**src/design/tss_pkg.sv**
```systemverilog
// ----------------------------------------------------------------------------
// Tone sweep package
// Shared types, register codes, reset values and the sine table builder.
// ----------------------------------------------------------------------------
package tss_pkg;

    localparam int TONE_SLOTS  = 5;
    localparam int STEP_W      = 31;
    localparam int LEN_W       = 20;
    localparam int AMP_W       = 15;
    localparam int SAMPLE_W    = 16;
    localparam int TONE_W      = 3;
    localparam int CFG_IDX_W   = 3;
    localparam int CFG_DATA_W  = 32;
    localparam int QUEUE_DEPTH = 4;

    localparam longint unsigned ONE_Q30     = 64'd1073741824;
    localparam longint unsigned HALF_PI_Q30 = 64'd1686629713;

    typedef enum logic [CFG_IDX_W-1:0] {
        CFG_STEP_A    = 3'd0,
        CFG_STEP_B    = 3'd1,
        CFG_STEP_C    = 3'd2,
        CFG_STEP_D    = 3'd3,
        CFG_STEP_E    = 3'd4,
        CFG_SAMPLES   = 3'd5,
        CFG_AMPLITUDE = 3'd6
    } t_cfg_idx;

    typedef struct packed {
        logic [TONE_SLOTS-1:0][STEP_W-1:0] step;
        logic [LEN_W-1:0]                  spt;
        logic [AMP_W-1:0]                  amp;
    } t_cfg;

    localparam t_cfg CFG_RESET = '{
        step: {31'd1431655765, 31'd715827883, 31'd357913941,
               31'd178956971, 31'd89478485},
        spt:  20'd48000,
        amp:  15'd32000
    };

    // Per-sample tag that travels with the phase
    typedef struct packed {
        logic [TONE_W-1:0] tone;
        logic              last;
    } t_tag;

    // Sine table entry k of a 2^tb table, Q30, quarter-wave mirrored.
    // Evaluated at elaboration only.
    function automatic logic signed [31:0] rom_q30(input int unsigned k,
                                                   input int unsigned tb);
        longint unsigned quarter;
        longint unsigned quad;
        longint unsigned r;
        longint unsigned x;
        longint unsigned x2;
        longint unsigned term;
        longint          sum;
        quarter = 64'd1 << (tb - 2);
        quad    = (longint'(k) >> (tb - 2)) & 64'd3;
        r       = longint'(k) & (quarter - 64'd1);
        if (quad[0]) begin
            r = quarter - r;
        end
        x    = (r * HALF_PI_Q30) >> (tb - 2);
        x2   = (x * x) >> 30;
        term = x;
        sum  = longint'(x);
        term = ((term * x2) >> 30) / 6;
        sum  = sum - longint'(term);
        term = ((term * x2) >> 30) / 20;
        sum  = sum + longint'(term);
        term = ((term * x2) >> 30) / 42;
        sum  = sum - longint'(term);
        term = ((term * x2) >> 30) / 72;
        sum  = sum + longint'(term);
        term = ((term * x2) >> 30) / 110;
        sum  = sum - longint'(term);
        term = ((term * x2) >> 30) / 156;
        sum  = sum + longint'(term);
        term = ((term * x2) >> 30) / 210;
        sum  = sum - longint'(term);
        if (sum > longint'(ONE_Q30)) begin
            sum = longint'(ONE_Q30);
        end
        if (sum < 0) begin
            sum = 0;
        end
        if (quad[1]) begin
            sum = -sum;
        end
        return 32'(sum);
    endfunction

endpackage

```
**src/design/tss_ifs.sv**
```systemverilog
// ----------------------------------------------------------------------------
// Tone sweep channel interfaces
// Sample tick input, sample output and register write channels.
// ----------------------------------------------------------------------------
interface tss_tick_if;
    logic valid;
    logic ready;
    logic restart;

    modport source (output valid, output restart, input ready);
    modport sink   (input valid, input restart, output ready);
endinterface


```
**src/design/tss_front.sv**
```systemverilog
// ----------------------------------------------------------------------------
// Tone sweep front
// Takes sample ticks, sequences tone, sample count and phase, pushes one
// phase and tag per beat into the queue.
// ----------------------------------------------------------------------------
module tss_front import tss_pkg::*; #(
    parameter int TONE_COUNT  = 5,
    parameter int PHASE_WIDTH = 32
) (
    input  logic                   i_clk,
    input  logic                   i_rst_n,
    tss_tick_if.sink               i_tick,
    input  t_cfg                   i_cfg,
    input  logic                   i_full,
    output logic                   o_push,
    output logic [PHASE_WIDTH-1:0] o_phase,
    output t_tag                   o_tag
);

    logic [TONE_W-1:0]      r_tone;
    logic [LEN_W-1:0]       r_cnt;
    logic [PHASE_WIDTH-1:0] r_phase;

    logic [TONE_W-1:0]      e_tone;
    logic [LEN_W-1:0]       e_cnt;
    logic [PHASE_WIDTH-1:0] e_phase;
    logic [LEN_W-1:0]       w_len;
    logic                   w_last;
    logic [STEP_W-1:0]      w_step;
    logic [PHASE_WIDTH-1:0] w_step_ph;
    logic [TONE_W-1:0]      n_tone;
    logic [LEN_W-1:0]       n_cnt;
    logic [PHASE_WIDTH-1:0] n_phase;

    assign i_tick.ready = !i_full;
    assign o_push       = i_tick.valid && !i_full;

    // Bring the 2^32-scaled step to the accumulator width
    if (PHASE_WIDTH >= 32) begin : g_step_up
        assign w_step_ph = PHASE_WIDTH'({1'b0, w_step}) << (PHASE_WIDTH - 32);
    end else begin : g_step_dn
        assign w_step_ph = PHASE_WIDTH'({1'b0, w_step} >> (32 - PHASE_WIDTH));
    end

    always_comb begin
        e_tone  = i_tick.restart ? '0 : r_tone;
        e_cnt   = i_tick.restart ? '0 : r_cnt;
        e_phase = i_tick.restart ? '0 : r_phase;
        // A zero length plays as one sample
        w_len   = (i_cfg.spt == '0) ? LEN_W'(1) : i_cfg.spt;
        w_last  = ({1'b0, e_cnt} + (LEN_W+1)'(1)) >= {1'b0, w_len};
        case (e_tone)
            3'd1:    w_step = i_cfg.step[1];
            3'd2:    w_step = i_cfg.step[2];
            3'd3:    w_step = i_cfg.step[3];
            3'd4:    w_step = i_cfg.step[4];
            default: w_step = i_cfg.step[0];
        endcase
        if (w_last) begin
            n_cnt   = '0;
            n_phase = '0;
            n_tone  = (({1'b0, e_tone} + 4'd1) >= 4'(TONE_COUNT)) ? '0 : e_tone + 1'b1;
        end else begin
            n_cnt   = e_cnt + 1'b1;
            n_phase = e_phase + w_step_ph;
            n_tone  = e_tone;
        end
        o_phase   = e_phase;
        o_tag.tone = e_tone;
        o_tag.last = w_last && (e_tone == TONE_W'(TONE_COUNT - 1));
    end

    always_ff @(posedge i_clk) begin
        if (!i_rst_n) begin
            r_tone  <= '0;
            r_cnt   <= '0;
            r_phase <= '0;
        end else if (o_push) begin
            r_tone  <= n_tone;
            r_cnt   <= n_cnt;
            r_phase <= n_phase;
        end
    end

endmodule

```
**src/flat_wrapper.sv**
```systemverilog
// flat-port wrapper written by rule: the top's interface ports become plain ports
module tss_front_flat import tss_pkg::*;
#(
    parameter int TONE_COUNT  = 5,
    parameter int PHASE_WIDTH = 32
)
  (i_clk, i_rst_n, i_cfg, i_full, o_push, o_phase, o_tag, i_tick_valid, i_tick_restart, i_tick_ready);
  tss_tick_if i_tick_i ();
  input  logic i_clk;
  input  logic i_rst_n;
  input  t_cfg i_cfg;
  input  logic i_full;
  output logic o_push;
  output logic [PHASE_WIDTH-1:0] o_phase;
  output t_tag o_tag;
  input wire logic [$bits(i_tick_i.valid)-1:0] i_tick_valid;
  input wire logic [$bits(i_tick_i.restart)-1:0] i_tick_restart;
  output wire logic [$bits(i_tick_i.ready)-1:0] i_tick_ready;
  assign i_tick_i.valid = i_tick_valid;
  assign i_tick_i.restart = i_tick_restart;
  assign i_tick_ready = i_tick_i.ready;
  tss_front #(.TONE_COUNT(TONE_COUNT), .PHASE_WIDTH(PHASE_WIDTH)) u_core (.i_clk(i_clk), .i_rst_n(i_rst_n), .i_tick(i_tick_i), .i_cfg(i_cfg), .i_full(i_full), .o_push(o_push), .o_phase(o_phase), .o_tag(o_tag));
endmodule
```
**config.mk**
```make
export PLATFORM = sky130hd
export DESIGN_NAME = tss_front_flat
export DESIGN_NICKNAME = d
export VERILOG_FILES = /design/src/design/tss_pkg.sv /design/src/design/tss_ifs.sv /design/src/design/tss_front.sv /design/src/flat_wrapper.sv
export SDC_FILE = /design/constraint.sdc
export NUM_CORES = 1
export LEC_CHECK = 0
export BUFFER_PORTS_ARGS = -buffer_cell sky130_fd_sc_hd__buf_2
export CORE_MARGIN = 5
export CORE_UTILIZATION = 36
export CTS_CLUSTER_SIZE = 28
export DETAILED_ROUTE_END_ITERATION = 10
export GPL_ROUTABILITY_DRIVEN = 0
export SETUP_SLACK_MARGIN = 0.05
export SLEW_MARGIN = 20
export SYNTH_ARGS = -nofsm -noshare
export SYNTH_HDL_FRONTEND = slang
export SYNTH_SLANG_ARGS = --single-unit
```
**constraint.sdc**
```tcl
create_clock -name i_clk -period 9.3 [get_ports i_clk]
set_input_delay 2.325 -clock i_clk [delete_from_list [all_inputs] [get_ports i_clk]]
set_output_delay 2.325 -clock i_clk [all_outputs]
set_load 0.01 [all_outputs]
```
==> summary.txt <==
Timing
  • Setup-failing EPs final: 0
  • PnR worst setup slack: 1.049 ns
  • Final Critical Period: 8.251 ns
  • Period utilization: 88.72%
  • Sum Neg Setup Slack: 0 ns
  • Max frequency: 121.2 MHz
  • Final Max Tran Viols: 0
  • Clock skew: 0.009106 ns
  • RSZ-0062 raised after global routing: no
  • Slew headroom: 36.95%
  • Slew @ Worst Pin: 0.9411 ns
  • Final hold vios: 0

Global routing
  • Number of global-route vias before repair: 6433
  • Number of antenna violations at the first check in global routing: 1
  • Largest net degree at the start of global routing: 52
  • First-pass GRT wire length: 31650 um
  • Gr ovfl total: 0
  • All-Layer GR Usage: 21.12%

Die
  • Die height: 136.5 um
  • Standard-cell rows: 46
  • IO Pins: 233
  • Initial Utilization: 36.51%
  • Die Span X: 136.5 um
  • Die ar.: 18620 um^2
  • Core Box Area: 15770 um^2

Cells and area
  • Share of layout cells above drive strength 1: 25.13%
  • Area added between synthesis and finish: 25.10%
  • Most common cell after layout, fill and taps aside: buf_2
  • Diodes inserted: 0
  • Design Area, Final: 7203 um^2
  • Fin nets: 1246
  • Commonest non-fill, non-tap cells in the layout: buf_2, nand2_1, ha_1, nor2_1, dfxtp_1

Pwr
  • Leak: 3.318 nW
  • VDD IR max: 0.07089 mV
  • Cell Pwr Density: 84.33 nW/um^2

Routing
  • Average vias per placed instance: 5.373
  • Antenna Nets Post-Route: 0
  • Final wirelength: 20270 um
  • WL per Instance: 16.79 um
  • Vias: 6485
  • DRC violations left: 0
  • 1st-pass router iterations: 7
  • Iteration-0 DRC Markers: 536

Setup path
  • Crit. End Element: output port
  • Most used cell, CP: a21oi_1
  • CP Launch Type: input pin
  • Cell Chain, Critical Path: buf_2, nand2b_1, inv_1, ha_1, and3_4, nand3_4, or4b_1, or3_1, a21oi_1, ha_1, a21oi_1, nor2b_1, o32ai_1, a21oi_1, a21boi_4, nor3_1, buf_2
  • Worst Setup Path Type: in2out
  • Crit path buf inv count: 3
  • WP data required: 6.98 ns
  • Crit path DAT: 5.93 ns
  • CP top delay family: simple AND/OR/NAND/NOR gates
  • Max incr delay on CP: 0.67 ns
  • Crit Path Max Fanout: 8
  • CP max stage cell: or4b_1

Yosys
  • Syn Inst Count: 800
  • Ys Warns: 0
  • Synth Net Count: 1056
  • Post-synth EDFFs: 0
  • Seq/Total Area, Yosys: 19.12%
  • Ys async rst share: 0%
  • Syn_area_per_cell: 7.198 um^2
  • Cell Area, Synth: 5758 um^2
  • Synth area leaders: dfxtp_1, ha_1, nand2_1
  • Dominant cell type by area after synthesis: dfxtp_1
  • Netlist cell types: 55
  • Yosys reg bits: 55
  • Top_reg_cell synth: dfxtp_1
  • Area share of the leading cell type in the synthesized netlist: 19.12%

Clocking
  • Total CTS buffers: 5
  • CTS clk-pin slew, worst paths: 0.08 ns
  • Clk_lat worst skew: 0.30 ns
  • H-tree depth: 2
  • Hold_buf cts: 0
  • Num Clock Sinks: 55
  • Postcts setup bufs: 0
  • Resized Gates After CTS: 0
  • TritonCTS clock tree: built
  • CTS max path bufs: 2
  • Root Buffer Master: clkbuf_16

Placement
  • DP Area: 7058 um^2
  • Number of I/O port buffers: 217
  • Pre-CTS setup slack: 1.084 ns
  • Half-perimeter wire length after placement: 15660 um

Job
  • Maxcap violations: 0

Min path
  • Worst Hold Class: reg2reg

Run status
  • Outcome: finished, final reports clean
## report_power, final
| part | internal, mW | switching [mW] |
|---|---|---|
| Combinational | 0.0752 | 0.0895 |
| Sequential | 0.244 | 0.00354 |
| Clock | 0.0998 | 0.0957 |
| Total | 0.419 | 0.189 |
## flip-flops by register name (all words and copies together) (netlist names)
name            flops
u_core.r_tone       3
u_core.r_phase     32
u_core.r_cnt       20
## synth_stat cells, types with 4 or more instances
| master | number |
|---|---|
| xnor2_1 | 22 |
| ha_1 | 60 |
| o21ai_0 | 30 |
| nor4_1 | 6 |
| o21bai_1 | 4 |
| xor2_1 | 16 |
| a21boi_0 | 40 |
| nor2_1 | 59 |
| nor2b_1 | 40 |
| buf_1 | 4 |
| nand2_1 | 119 |
| nor3_1 | 14 |
| clkbuf_1 | 37 |
| and3_1 | 6 |
| a222oi_1 | 31 |
| o31ai_1 | 7 |
| a21o_1 | 19 |
| nand4_1 | 8 |
| dfxtp_1 | 55 |
| a211oi_1 | 5 |
| nand3_1 | 50 |
| inv_1 | 36 |
| o211ai_1 | 4 |
| a21oi_1 | 42 |
| o21a_1 | 9 |
| a31oi_1 | 31 |
| or3_1 | 6 |
## stage by stage
| step | cells | hold WS [ns] | total power, mW | utilization (%) |
|---|---|---|---|---|
| after floorplan | 800 | 0.4171 | 0.3468 | - |
| after global placement | 1199 | 0.4285 | 0.4151 | 44.72 |
| after detailed placement | 1199 | 0.4315 | 0.4164 | 44.76 |
| after CTS | 1207 | 0.4506 | 0.6121 | 45.68 |
| after global routing | 1207 | 0.4672 | 0.6407 | 45.68 |
| final | 1207 | 0.4479 | 0.6075 | 45.68 |
## cells by family after synthesis
group	Yosys count	share of synthesized area, %
compound gates	242	29.68
simple gates	322	26.47
buf+inv	82	5.563
flops	55	19.12
xor+xnor	38	5.780
fa+ha+maj	61	13.39
## path summary, 6_finish.rpt
path                                          end  slack, ns  cells past startpoint                             from
setup / recovery                         o_tag[0]       1.05                     17                   i_tick_restart
hold / removal    u_core.r_phase[30]$_SDFFE_PN0P_       0.45                      2  u_core.r_phase[30]$_SDFFE_PN0P_
setup reg to reg  u_core.r_phase[24]$_SDFFE_PN0P_       4.35                     17     u_core.r_cnt[0]$_SDFFE_PN0P_
hold reg to reg   u_core.r_phase[30]$_SDFFE_PN0P_       0.45                      2  u_core.r_phase[30]$_SDFFE_PN0P_
## layer usage
layer | track usage, % | part of all wire [%] | up-vias
met3 | 4.441 | 6.5 | 25
met1 | 28.02 | 46 | 2958
met4 | 5.375 | 1.7 | 2
met5 | 0 | 0.059 | -
met2 | 34.86 | 46 | 202
li1 | - | - | 3298
## layout make-up
| type | count | area [um^2] |
|---|---|---|
| clock buffer | 5 | 125.1 |
| clock inverter | 3 | 20.02 |
| fill | 1702 | 8567 |
| inverter | 36 | 135.1 |
| multi-input combinational | 663 | 4363 |
| sequential | 55 | 1101 |
| tap | 216 | 270.3 |
| timing repair buffer | 229 | 1189 |
## worst register-to-register path, stage by stage (launching register included)
cell and delay (ns):
dfxtp_1 0.36, nand2b_1 0.13, inv_1 0.10, ha_1 0.19
and3_4 0.23, nand3_4 0.10, or4b_1 0.67, or3_1 0.36
a21oi_1 0.24, ha_1 0.29, a21oi_1 0.13, nor2b_1 0.07
o32ai_1 0.26, a21oi_1 0.13, a21boi_4 0.19, buf_4 0.45
nand3_1 0.58, o31ai_1 0.39
Power figures use the tool's default switching activity.
