### src/design/tss_queue.sv
// ----------------------------------------------------------------------------
// Tone sweep queue
// Small register FIFO between the sequencing front and the synthesis back.
// ----------------------------------------------------------------------------
module tss_queue #(
    parameter int WIDTH = 36,
    parameter int DEPTH = 4
) (
    input  logic             i_clk,
    input  logic             i_rst_n,
    input  logic             i_push,
    input  logic [WIDTH-1:0] i_push_data,
    output logic             o_full,
    input  logic             i_pop,
    output logic             o_valid,
    output logic [WIDTH-1:0] o_data
);

    localparam int PTR_W = (DEPTH > 1) ? $clog2(DEPTH) : 1;
    localparam int CNT_W = $clog2(DEPTH + 1);

    logic [WIDTH-1:0] r_mem [DEPTH];
    logic [PTR_W-1:0] r_wr;
    logic [PTR_W-1:0] r_rd;
    logic [CNT_W-1:0] r_cnt;
    logic             w_pop;
    logic [PTR_W-1:0] n_wr;
    logic [PTR_W-1:0] n_rd;

    assign o_full  = (r_cnt == CNT_W'(DEPTH));
    assign o_valid = (r_cnt != '0);
    assign o_data  = r_mem[r_rd];
    assign w_pop   = i_pop && o_valid;
    assign n_wr    = (r_wr == PTR_W'(DEPTH - 1)) ? '0 : r_wr + 1'b1;
    assign n_rd    = (r_rd == PTR_W'(DEPTH - 1)) ? '0 : r_rd + 1'b1;

    always_ff @(posedge i_clk) begin
        if (i_push) begin
            r_mem[r_wr] <= i_push_data;
        end
    end

    always_ff @(posedge i_clk) begin
        if (!i_rst_n) begin
            r_wr  <= '0;
            r_rd  <= '0;
            r_cnt <= '0;
        end else begin
            if (i_push) begin
                r_wr <= n_wr;
            end
            if (w_pop) begin
                r_rd <= n_rd;
            end
            if (i_push && !w_pop) begin
                r_cnt <= r_cnt + 1'b1;
            end else if (!i_push && w_pop) begin
                r_cnt <= r_cnt - 1'b1;
            end
        end
    end

endmodule

### config.mk
export PLATFORM = sky130hd
export DESIGN_NAME = tss_queue
export DESIGN_NICKNAME = d
export VERILOG_FILES = /design/src/design/tss_queue.sv
export SDC_FILE = /design/constraint.sdc
export NUM_CORES = 1
export LEC_CHECK = 0
export BUFFER_PORTS_ARGS = -buffer_cell sky130_fd_sc_hd__buf_2
export CORE_ASPECT_RATIO = 0.8
export CORE_MARGIN = 2
export CORE_UTILIZATION = 55
export DETAILED_ROUTE_END_ITERATION = 7
export GPL_TIMING_DRIVEN = 0
export MAX_ROUTING_LAYER = met4
export PLACE_DENSITY = 0.77
export SLEW_MARGIN = 20
export SYNTH_ARGS = -nofsm -noshare
export SYNTH_HDL_FRONTEND = slang
export SYNTH_SLANG_ARGS = --single-unit
### constraint.sdc
create_clock -name i_clk -period 2.6 [get_ports i_clk]
set_input_delay 0.52 -clock i_clk [delete_from_list [all_inputs] [get_ports i_clk]]
set_output_delay 0.52 -clock i_clk [all_outputs]
set_load 0.02 [all_outputs]
==> run_results.csv, run 1 <==
group,metric,value,unit
timing,grt_setup_unrepaired,"false",
yosys,synth_fa_ha_area_frac,0.01666,
layout,final_util,0.6838,
job,drv_cap,0,
setup_path,cp-end-kind,"output port",
timing,period_minus_slack,2.353,ns
routing,firstDrtPassIters,4,
floorplanning,core,10160,um^2
yosys,ys_dominant_reg_cell,"edfxtp_1",
global_routing,grt_overflow,0,
layout,drive_gt1_frac,0.4409,
worst_hold_path,hold_path_class,"in -> reg",
clocking,clock-sinks,153,
setup_path,max_stage_delay,0.38,ns
timing,slew_headroom,0.6428,
yosys,synth_nets,281,
layout,final_common_cell,"edfxtp_1",
yosys,ys_warn_count,0,
timing,hold_viol_final,0,
timing,whs,0.3213,ns
timing,fin_worst_skew,0.01007,ns
clocking,clockBufferDepth,2,
setup_path,crit_path_start_kind,"flip-flop",
yosys,synth-seq-cells,153,
yosys,synth-compound-area-share,0.005261,
layout,insertedDiodeCount,0,
global_routing,grt_max_degree,24,
routing,vias,2612,
floorplanning,die_x,117.9,um
floorplanning,io_pins,78,
floorplanning,start_util,0.5620,
clocking,cts_hold_buf,0,
global_routing,grt_pass1_vias,2743,
clocking,cts_resized,0,
placement,place.gp.congestion,0.6507,
clocking,insertion_delay,0.41,ns
global_routing,antenna_found_initial,0,
floorplanning,dieArea,11210,um^2
setup_path,path_class,"reg -> out",
timing,worst_pin_slew,0.5313,ns
setup_path,required,2.08,ns
yosys,synth-edff-count,144,
yosys,async_flop_share,0,
timing,finalCritPeriodShare,0.9051,
setup_path,arrival,1.83,ns
placement,portBuffers,77,
routing,wl_per_cell,18.72,um
clocking,cts_inserted_buffers,17,
yosys,synth_area,5708,um^2
layout,layout_common_cells,"edfxtp_1, buf_2, mux4_2, clkbuf_16, dfxtp_1",
timing,fmax,424.9,MHz
setup_path,path_max_fanout,10,
layout,area_delta_synth_final,21.68,%
placement,dp_hpwl,5713,um
yosys,synthCells,234,
routing,ant_nets,0,
pwr,p_per_area,972.6,nW/um^2
routing,wl,9115,um
clocking,cts.htree.levels,4,
floorplanning,fp.dieH,95.12,um
yosys,yosys.area_share.simple,0.01666,
routing,drt-vias-per-instance,5.363,
layout,final_nets,381,
timing,setup_tns,0,ns
yosys,ys_types,24,
yosys,synth_top_family_by_area,"multiplexers",
timing,final-max-slew-violation-count,0,
setup_path,slowest_stage,"mux4_2",
clocking,cts_tree,"done",
placement,pre_cts_ws,0.2890,ns
routing,drtIter0Drc,191,
pwr,ir_drop,0.5925,mV
floorplanning,row_count,33,
clocking,post_cts_buffers,0,
setup_path,crit_top_cell,"buf_2",
run_status,status,"complete, no violations",
pwr,p_leak,2.419,nW
global_routing,grt.total_usage,0.1841,
clocking,cts_root_buffer,"clkbuf_16",
routing,drc_errors,0,
timing,setup_ws,0.2467,ns
pwr,fin_total_pwr,6.755,mW
yosys,synthXorXnorAreaFrac,0.003069,
yosys,synthMuxAreaShare,0.1512,
yosys,synth_area_per_cell,24.39,um^2
global_routing,grt_pass1_wl,14330,um
timing,setup_viol_count_final,0,
clocking,clk_pin_slew,0.06,ns
setup_path,cp_cell_sequence,"clkbuf_2 > buf_2 > mux4_2 > buf_2",
yosys,ys_seq_area_frac,0.7891,
flip-flops by register name, summed over array words and instances, names as in the netlist, named ones only:
register	flops
r_mem	144
r_cnt	3
r_rd	2
r_wr	2
where the power goes:
part | internal (mW) | total (mW) | leakage (nW) | switching, mW
logic | 0.686 | 1.47 | 0.740 | 0.782
clock network | 1.49 | 2.39 | 0.283 | 0.902
registers | 2.84 | 2.89 | 1.40 | 0.0536
total | 5.02 | 6.75 | 2.42 | 1.74
worst max-delay path, delay by kind of cell, from the launching register on:
family | cells | cell delay (ns)
flip-flops | 1 | 0.31
multiplexers | 1 | 0.38
buffers and inverters | 3 | 0.73
logic make-up (layout without fill, tap and decap cells):
logic type      after synthesis  count (layout)
flops                       153             153
mux                          39              39
simple gates                 17              17
buf+inv                      11             124
fa+ha+maj                     7               7
compound gates                5               5
xor+xnor                      2               2
layout make-up:
cell class	count	area, um^2
clock inverters	15	158.9
clock buffers	17	425.4
fillers	673	3212
plain buffers	8	91.34
well taps	140	175.2
inverters	3	11.26
flip-flops and latches	153	4504
multi-input cells	70	1106
repair buffers	81	473.0
synth_stat cells, types with 2 or more instances:
cell,number,area [um^2]
and2_1,5,31.28
buf_12,3,60.06
buf_2,3,15.01
dfxtp_1,9,180.2
edfxtp_1,144,4324
ha_1,6,75.07
inv_1,3,11.26
mux2i_1,3,30.03
mux4_1,6,157.7
mux4_2,30,675.7
nand2_1,2,7.510
nand3_1,2,10.01
nor2_1,2,7.510
nor2b_1,3,18.77
o21ai_0,3,15.01
or3_1,2,12.51
metal layers:
| layer | vias up | GRT usage | wire (um) |
|---|---|---|---|
| met4 | 0 | 0.07229 | 95 |
| met3 | 8 | 0.05981 | 573 |
| met2 | 80 | 0.2859 | 4459 |
| met1 | 1334 | 0.2305 | 3987 |
| li1 | 1190 | - | - |
| met5 | - | - | 0 |
stage by stage:
stage               cells  cell area [um^2]
floorplan             234              5708
global placement      451              6269
detailed placement    455              6361
CTS                   487              6945
global route          487              6945
finish                487              6945
final timing paths:
kind | from | to | slack (ns) | cells after the start
worst max-delay path | flip-flop | o_data[34] | 0.25 | 4
worst min-delay path | i_push_data[33] | r_mem[2][33]$_DFFE_PP_ | 0.32 | 1
worst max register to register | r_cnt[0]$_SDFFE_PN0P_ | r_cnt[2]$_SDFFE_PN0P_ | 0.31 | 7
worst min register to register | r_cnt[2]$_SDFFE_PN0P_ | r_cnt[2]$_SDFFE_PN0P_ | 0.55 | 2
No activity file was read; power rests on OpenSTA's default activity.
==> inputs of run 2 (changes only) <==
--- a/config.mk
+++ b/config.mk
@@ -6,13 +6,15 @@
 export NUM_CORES = 1
 export LEC_CHECK = 0
 export BUFFER_PORTS_ARGS = -buffer_cell sky130_fd_sc_hd__buf_2
+export CELL_PAD_IN_SITES_DETAIL_PLACEMENT = 1
+export CELL_PAD_IN_SITES_GLOBAL_PLACEMENT = 1
 export CORE_ASPECT_RATIO = 0.8
 export CORE_MARGIN = 2
-export CORE_UTILIZATION = 55
+export CORE_UTILIZATION = 50
 export DETAILED_ROUTE_END_ITERATION = 7
 export GPL_TIMING_DRIVEN = 0
 export MAX_ROUTING_LAYER = met4
-export PLACE_DENSITY = 0.77
+export PLACE_DENSITY = 0.79
 export SLEW_MARGIN = 20
 export SYNTH_ARGS = -nofsm -noshare
 export SYNTH_HDL_FRONTEND = slang
==> run 2 against run 1 <==
Against the previous run:
- global-route usage rose by 1.6 points
- first-iteration DRC count fell by 13%
- worst hold slack improved by 0.0025 ns
- clock skew fell by 0.0034 ns
- critical path depth did not move
- sequential power barely moved
- clock power rose by 4%
- non-clock buffer count did not move
- wire length rose by 19%
- highest routed layer unchanged
==> run_results.csv, run 2 (synthesized netlist as in run 1, its figures left out) <==
group,metric,value,unit
run_status,status,"complete, no violations",
layout,largest_reg_flops,144,
layout,final_util,0.6325,
clocking,cts_resized,0,
setup_path,crit_top_cell,"buf_2",
timing,whs,0.3238,ns
placement,dpl-instance-area,6366,um^2
job,drv_cap,0,
layout,final_common_cell,"edfxtp_1",
timing,setup_viol_count_final,0,
setup_path,max_stage_delay,0.39,ns
timing,final-max-slew-violation-count,0,
layout,top_regs,"r_mem (144), r_cnt (3)",
setup_path,arrival,1.86,ns
setup_path,reg2reg_depth,7,
timing,hold_viol_final,0,
timing,slew_headroom,0.6014,
timing,fmax,419.9,MHz
placement,place_inst,459,
clocking,clockBufferDepth,2,
setup_path,cp-endpoint,"o_data[10]",
floorplanning,dieArea,12290,um^2
setup_path,r2r_slack,0.23,ns
clocking,clk_pin_slew,0.06,ns
global_routing,grt.total_usage,0.1999,
clocking,cts_root_buffer,"clkbuf_16",
floorplanning,fp.dieH,99.57,um
setup_path,worstReg2RegEnd,"r_cnt[2]$_SDFFE_PN0P_",
setup_path,path_class,"reg -> out",
setup_path,crit_path_start_kind,"flip-flop",
floorplanning,start_util,0.5181,
timing,worst_pin_slew,0.5929,ns
floorplanning,row_count,34,
setup_path,cp-end-kind,"output port",
global_routing,antenna_found_initial,0,
routing,wl_per_cell,22.13,um
setup_path,rr_startpoint,"r_cnt[1]$_SDFFE_PN0P_",
placement,dp_hpwl,6486,um
clocking,cts_inserted_buffers,17,
floorplanning,io_pins,78,
setup_path,path_max_fanout,10,
layout,area_delta_synth_final,22.10,%
layout,layout_common_cells,"edfxtp_1, buf_2, mux4_2, clkbuf_16, dfxtp_1",
timing,finalCritPeriodShare,0.9161,
pwr,p_leak,2.419,nW
setup_path,required,2.08,ns
placement,pre_cts_ws,0.2155,ns
clocking,post_cts_buffers,0,
setup_path,slowest_stage,"mux4_2",
clocking,cts.htree.levels,4,
layout,insertedDiodeCount,0,
setup_path,cp_cell_sequence,"clkbuf_2 > buf_2 > mux4_2 > buf_2",
global_routing,grt_max_degree,24,
routing,vias,2667,
clocking,cts_hold_buf,0,
timing,setup_ws,0.2183,ns
placement,place.gp.congestion,0.6374,
pwr,ir_drop,0.6081,mV
layout,regMostFlops,"r_mem",
global_routing,grt_pass1_wl,16700,um
layout,final_nets,381,
routing,wl,10870,um
floorplanning,die_x,123.5,um
timing,fin_worst_skew,0.006651,ns
clocking,clock-sinks,153,
clocking,cts_tree,"done",
routing,drc_errors,0,
global_routing,grt_overflow,0,
clocking,insertion_delay,0.41,ns
timing,grt_setup_unrepaired,"false",
placement,portBuffers,77,
pwr,p_per_area,987.3,nW/um^2
layout,drive_gt1_frac,0.4438,
routing,ant_nets,0,
routing,drt-vias-per-instance,5.432,
timing,period_minus_slack,2.382,ns
layout,fin_area,6969,um^2
routing,firstDrtPassIters,5,
worst_hold_path,hold_path_class,"in -> reg",
layout,instances_no_fill,491,
floorplanning,core,11020,um^2
global_routing,grt_pass1_vias,2974,
routing,drtIter0Drc,166,
==> run 2: changes by cell type in the layout (fill, tap and decap cells not counted), sizes merged <==
cell and delta:
clkinv -2, clkinvlp +1, inv +1
==> run 2: metrics by stage <==
stage,TNS (ns),total power [mW]
CTS,0,6.961
detailed placement,0,4.460
finish,0,6.881
floorplan,0,4.009
global route,0,7.139
global placement,-3.596,4.407
==> run 2: worst min path at each step <==
stage | from | endpoint | slack (ns) | cells after the start
after detailed placement | r_cnt[2]$_SDFFE_PN0P_ | r_cnt[2]$_SDFFE_PN0P_ | 0.54 | 2
after global routing | i_push_data[30] | r_mem[3][30]$_DFFE_PP_ | 0.32 | 1
final | i_push_data[31] | r_mem[0][31]$_DFFE_PP_ | 0.32 | 1
after CTS | i_push_data[15] | r_mem[0][15]$_DFFE_PP_ | 0.31 | 1
after global placement | r_rd[1]$_SDFFE_PN0P_ | flip-flop | 0.50 | 2
after floorplan | r_rd[1]$_SDFFE_PN0P_ | flip-flop | 0.48 | 2
==> run 2: worst max-delay path: cells and delay by family, from the launching register on <==
family | cells | cell delay [ns]
buffers and inverters | 3 | 0.75
flip-flops | 1 | 0.30
multiplexers | 1 | 0.39
==> run 2: cell type report <==
cell class,instances,area (um^2)
clock buffers,17,425.4
clock inverters,15,177.7
multi-input cells,70,1106
inverters,3,11.26
flip-flops and latches,153,4504
well taps,144,180.2
plain buffers,8,91.34
fillers,930,4049
repair buffers,81,473.0
==> run 2: per-layer routing <==
metal  up-vias  GRT usage  share of wire  wire length [um]
met3        13    0.04702          0.047               507
li1       1192          -              -                 -
met4         0    0.07780          0.014               150
met2        79     0.3191           0.51              5586
met1      1383     0.2498           0.43              4624
met5         -          -              0                 0
==> run 2: where the power goes <==
group          leakage [nW]  internal, mW  switching (mW)
registers              1.40          2.84          0.0597
clock network         0.283          1.51           0.981
logic                 0.740         0.688           0.801
total                  2.42          5.04            1.84
==> inputs of run 3 (changes only) <==
--- a/config.mk
+++ b/config.mk
@@ -10,11 +10,11 @@
 export CELL_PAD_IN_SITES_GLOBAL_PLACEMENT = 1
 export CORE_ASPECT_RATIO = 0.8
 export CORE_MARGIN = 2
-export CORE_UTILIZATION = 50
+export CORE_UTILIZATION = 54
 export DETAILED_ROUTE_END_ITERATION = 7
 export GPL_TIMING_DRIVEN = 0
 export MAX_ROUTING_LAYER = met4
-export PLACE_DENSITY = 0.79
+export PLACE_DENSITY = 0.84
 export SLEW_MARGIN = 20
 export SYNTH_ARGS = -nofsm -noshare
 export SYNTH_HDL_FRONTEND = slang
==> constraint.sdc (replaced) <==
create_clock -name i_clk -period 2.85 [get_ports i_clk]
set_input_delay 0.57 -clock i_clk [delete_from_list [all_inputs] [get_ports i_clk]]
set_output_delay 0.57 -clock i_clk [all_outputs]
set_load 0.02 [all_outputs]
==> run 3 against run 2 <==
Against the previous run:
- die area shrank 7.1%
- combinational power shrank 8%
- sequential share of layout area shrank 0.070 points
- clock power shrank 10%
- count of clock-buffer cells in the layout is the same
- worst hold slack gained 0.045 ns
- utilization grew 4.6 points
- critical path type unchanged
- critical endpoint is now o_data[31]
- largest cell class unchanged
- largest power group unchanged
- highest routed layer unchanged
==> run_results.csv, run 3 (synthesized netlist as in run 1, its figures left out) <==
group,metric,value,unit
run_status,status,"complete, no violations",
routing,wl_per_cell,21.95,um
timing,setup_tns,0,ns
timing,period_minus_slack,2.467,ns
routing,firstDrtPassIters,4,
layout,fillCellCount,826,
timing,setup_viol_count_final,0,
global_routing,grt_pass1_vias,2855,
layout,final_nets,381,
setup_path,max_stage_delay,0.38,ns
clocking,cts_root_buffer,"clkbuf_16",
global_routing,grt_pass1_wl,16430,um
timing,slew_headroom,0.5963,
layout,final_common_cell,"edfxtp_1",
setup_path,required,2.28,ns
worst_hold_path,whs_path_depth,1,
floorplanning,start_util,0.5552,
clocking,insertion_delay,0.41,ns
clocking,cts_hold_buf,0,
setup_path,arrival,1.90,ns
worst_hold_path,hold_path_class,"in -> reg",
timing,fin_worst_skew,0.008666,ns
global_routing,grt_max_degree,22,
layout,layout_common_cells,"edfxtp_1, buf_2, mux4_2, clkbuf_16, dfxtp_1",
layout,fin_area,6977,um^2
clocking,cts_resized,0,
setup_path,path_max_fanout,10,
floorplanning,fp.dieH,95.96,um
floorplanning,row_count,33,
placement,dp_hpwl,6767,um
pwr,ir_drop,0.6976,mV
routing,vias,2642,
floorplanning,dieArea,11410,um^2
placement,dpl-instance-area,6384,um^2
placement,place.gp.congestion,0.6863,
layout,regMostFlops,"r_mem",
routing,wl,10710,um
setup_path,reg2reg_depth,7,
timing,grt_setup_unrepaired,"false",
clocking,clk_pin_slew,0.06,ns
layout,largest_reg_flops,144,
timing,fmax,405.3,MHz
clocking,cts_tree,"done",
floorplanning,core,10280,um^2
timing,final-max-slew-violation-count,0,
placement,pre_cts_ws,0.4883,ns
pwr,p_per_area,895.9,nW/um^2
clocking,cts_inserted_buffers,17,
timing,worst_pin_slew,0.6004,ns
layout,top_regs,"r_mem (144), r_cnt (3)",
timing,whs,0.3691,ns
placement,portBuffers,77,
setup_path,cp-end-kind,"output port",
setup_path,path_class,"reg -> out",
clocking,cts.htree.levels,4,
clocking,post_cts_buffers,0,
global_routing,grt_overflow,0,
routing,drt-vias-per-instance,5.414,
global_routing,grt.total_usage,0.2106,
routing,ant_nets,0,
timing,hold_viol_final,0,
setup_path,crit_path_start_kind,"flip-flop",
global_routing,antenna_found_initial,1,
routing,drc_errors,0,
clocking,clockBufferDepth,2,
job,drv_cap,0,
setup_path,crit_top_cell,"buf_2",
floorplanning,io_pins,78,
setup_path,slowest_stage,"mux4_2",
timing,finalCritPeriodShare,0.8656,
layout,drive_gt1_frac,0.4467,
layout,area_delta_synth_final,22.23,%
routing,drtIter0Drc,132,
pwr,fin_total_pwr,6.250,mW
floorplanning,die_x,118.9,um
timing,setup_ws,0.3829,ns
setup_path,cp_cell_sequence,"clkbuf_2 > buf_2 > mux4_2 > buf_2",
pwr,p_leak,2.424,nW
clocking,clock-sinks,153,
==> run 3: area by class of cell <==
type | count | area, um^2 | area share
inverter | 3 | 11.26 | 0.001614
clock buffer | 17 | 425.4 | 0.06098
buffer | 8 | 91.34 | 0.01309
tap | 140 | 175.2 | 0.02511
clock inverter | 15 | 165.2 | 0.02367
timing repair buffer | 81 | 495.5 | 0.07102
sequential | 153 | 4504 | 0.6456
antenna | 1 | 2.502 | 0.0003587
multi-input combinational | 70 | 1106 | 0.1585
==> run 3: path summary, 6_finish.rpt <==
path | start | slack (ns) | to
worst max-delay path | flip-flop | 0.38 | o_data[31]
worst min-delay path | i_push_data[24] | 0.37 | r_mem[0][24]$_DFFE_PP_
worst max register to register | r_cnt[0]$_SDFFE_PN0P_ | 0.43 | r_cnt[2]$_SDFFE_PN0P_
worst min register to register | r_rd[0]$_SDFFE_PN0P_ | 0.56 | flip-flop
==> run 3: critical path, delay by kind of cell, from the launching register on <==
| family | cells | cell delay (ns) |
|---|---|---|
| buf+inv | 3 | 0.77 |
| mux | 1 | 0.38 |
| flops | 1 | 0.34 |
==> run 3: per-stage QoR <==
step | util | cells
floorplan | - | 234
global placement | 0.6097 | 451
detailed placement | 0.6209 | 455
CTS | 0.6784 | 487
global route | 0.6786 | 488
finish | 0.6786 | 488
==> run 3: power breakdown <==
part	internal (mW)	total (mW)	leakage [nW]	switching [mW]
clock network	1.31	2.23	0.278	0.920
logic	0.633	1.37	0.749	0.740
registers	2.59	2.65	1.40	0.0595
==> run 3: per-layer routing <==
layer | up-vias | GRT usage | part of all wire
met5 | - | - | 0
met3 | 6 | 0.06872 | 0.048
met1 | 1364 | 0.2686 | 0.44
li1 | 1191 | - | -
met4 | 0 | 0.05853 | 0.0050
met2 | 81 | 0.3324 | 0.50
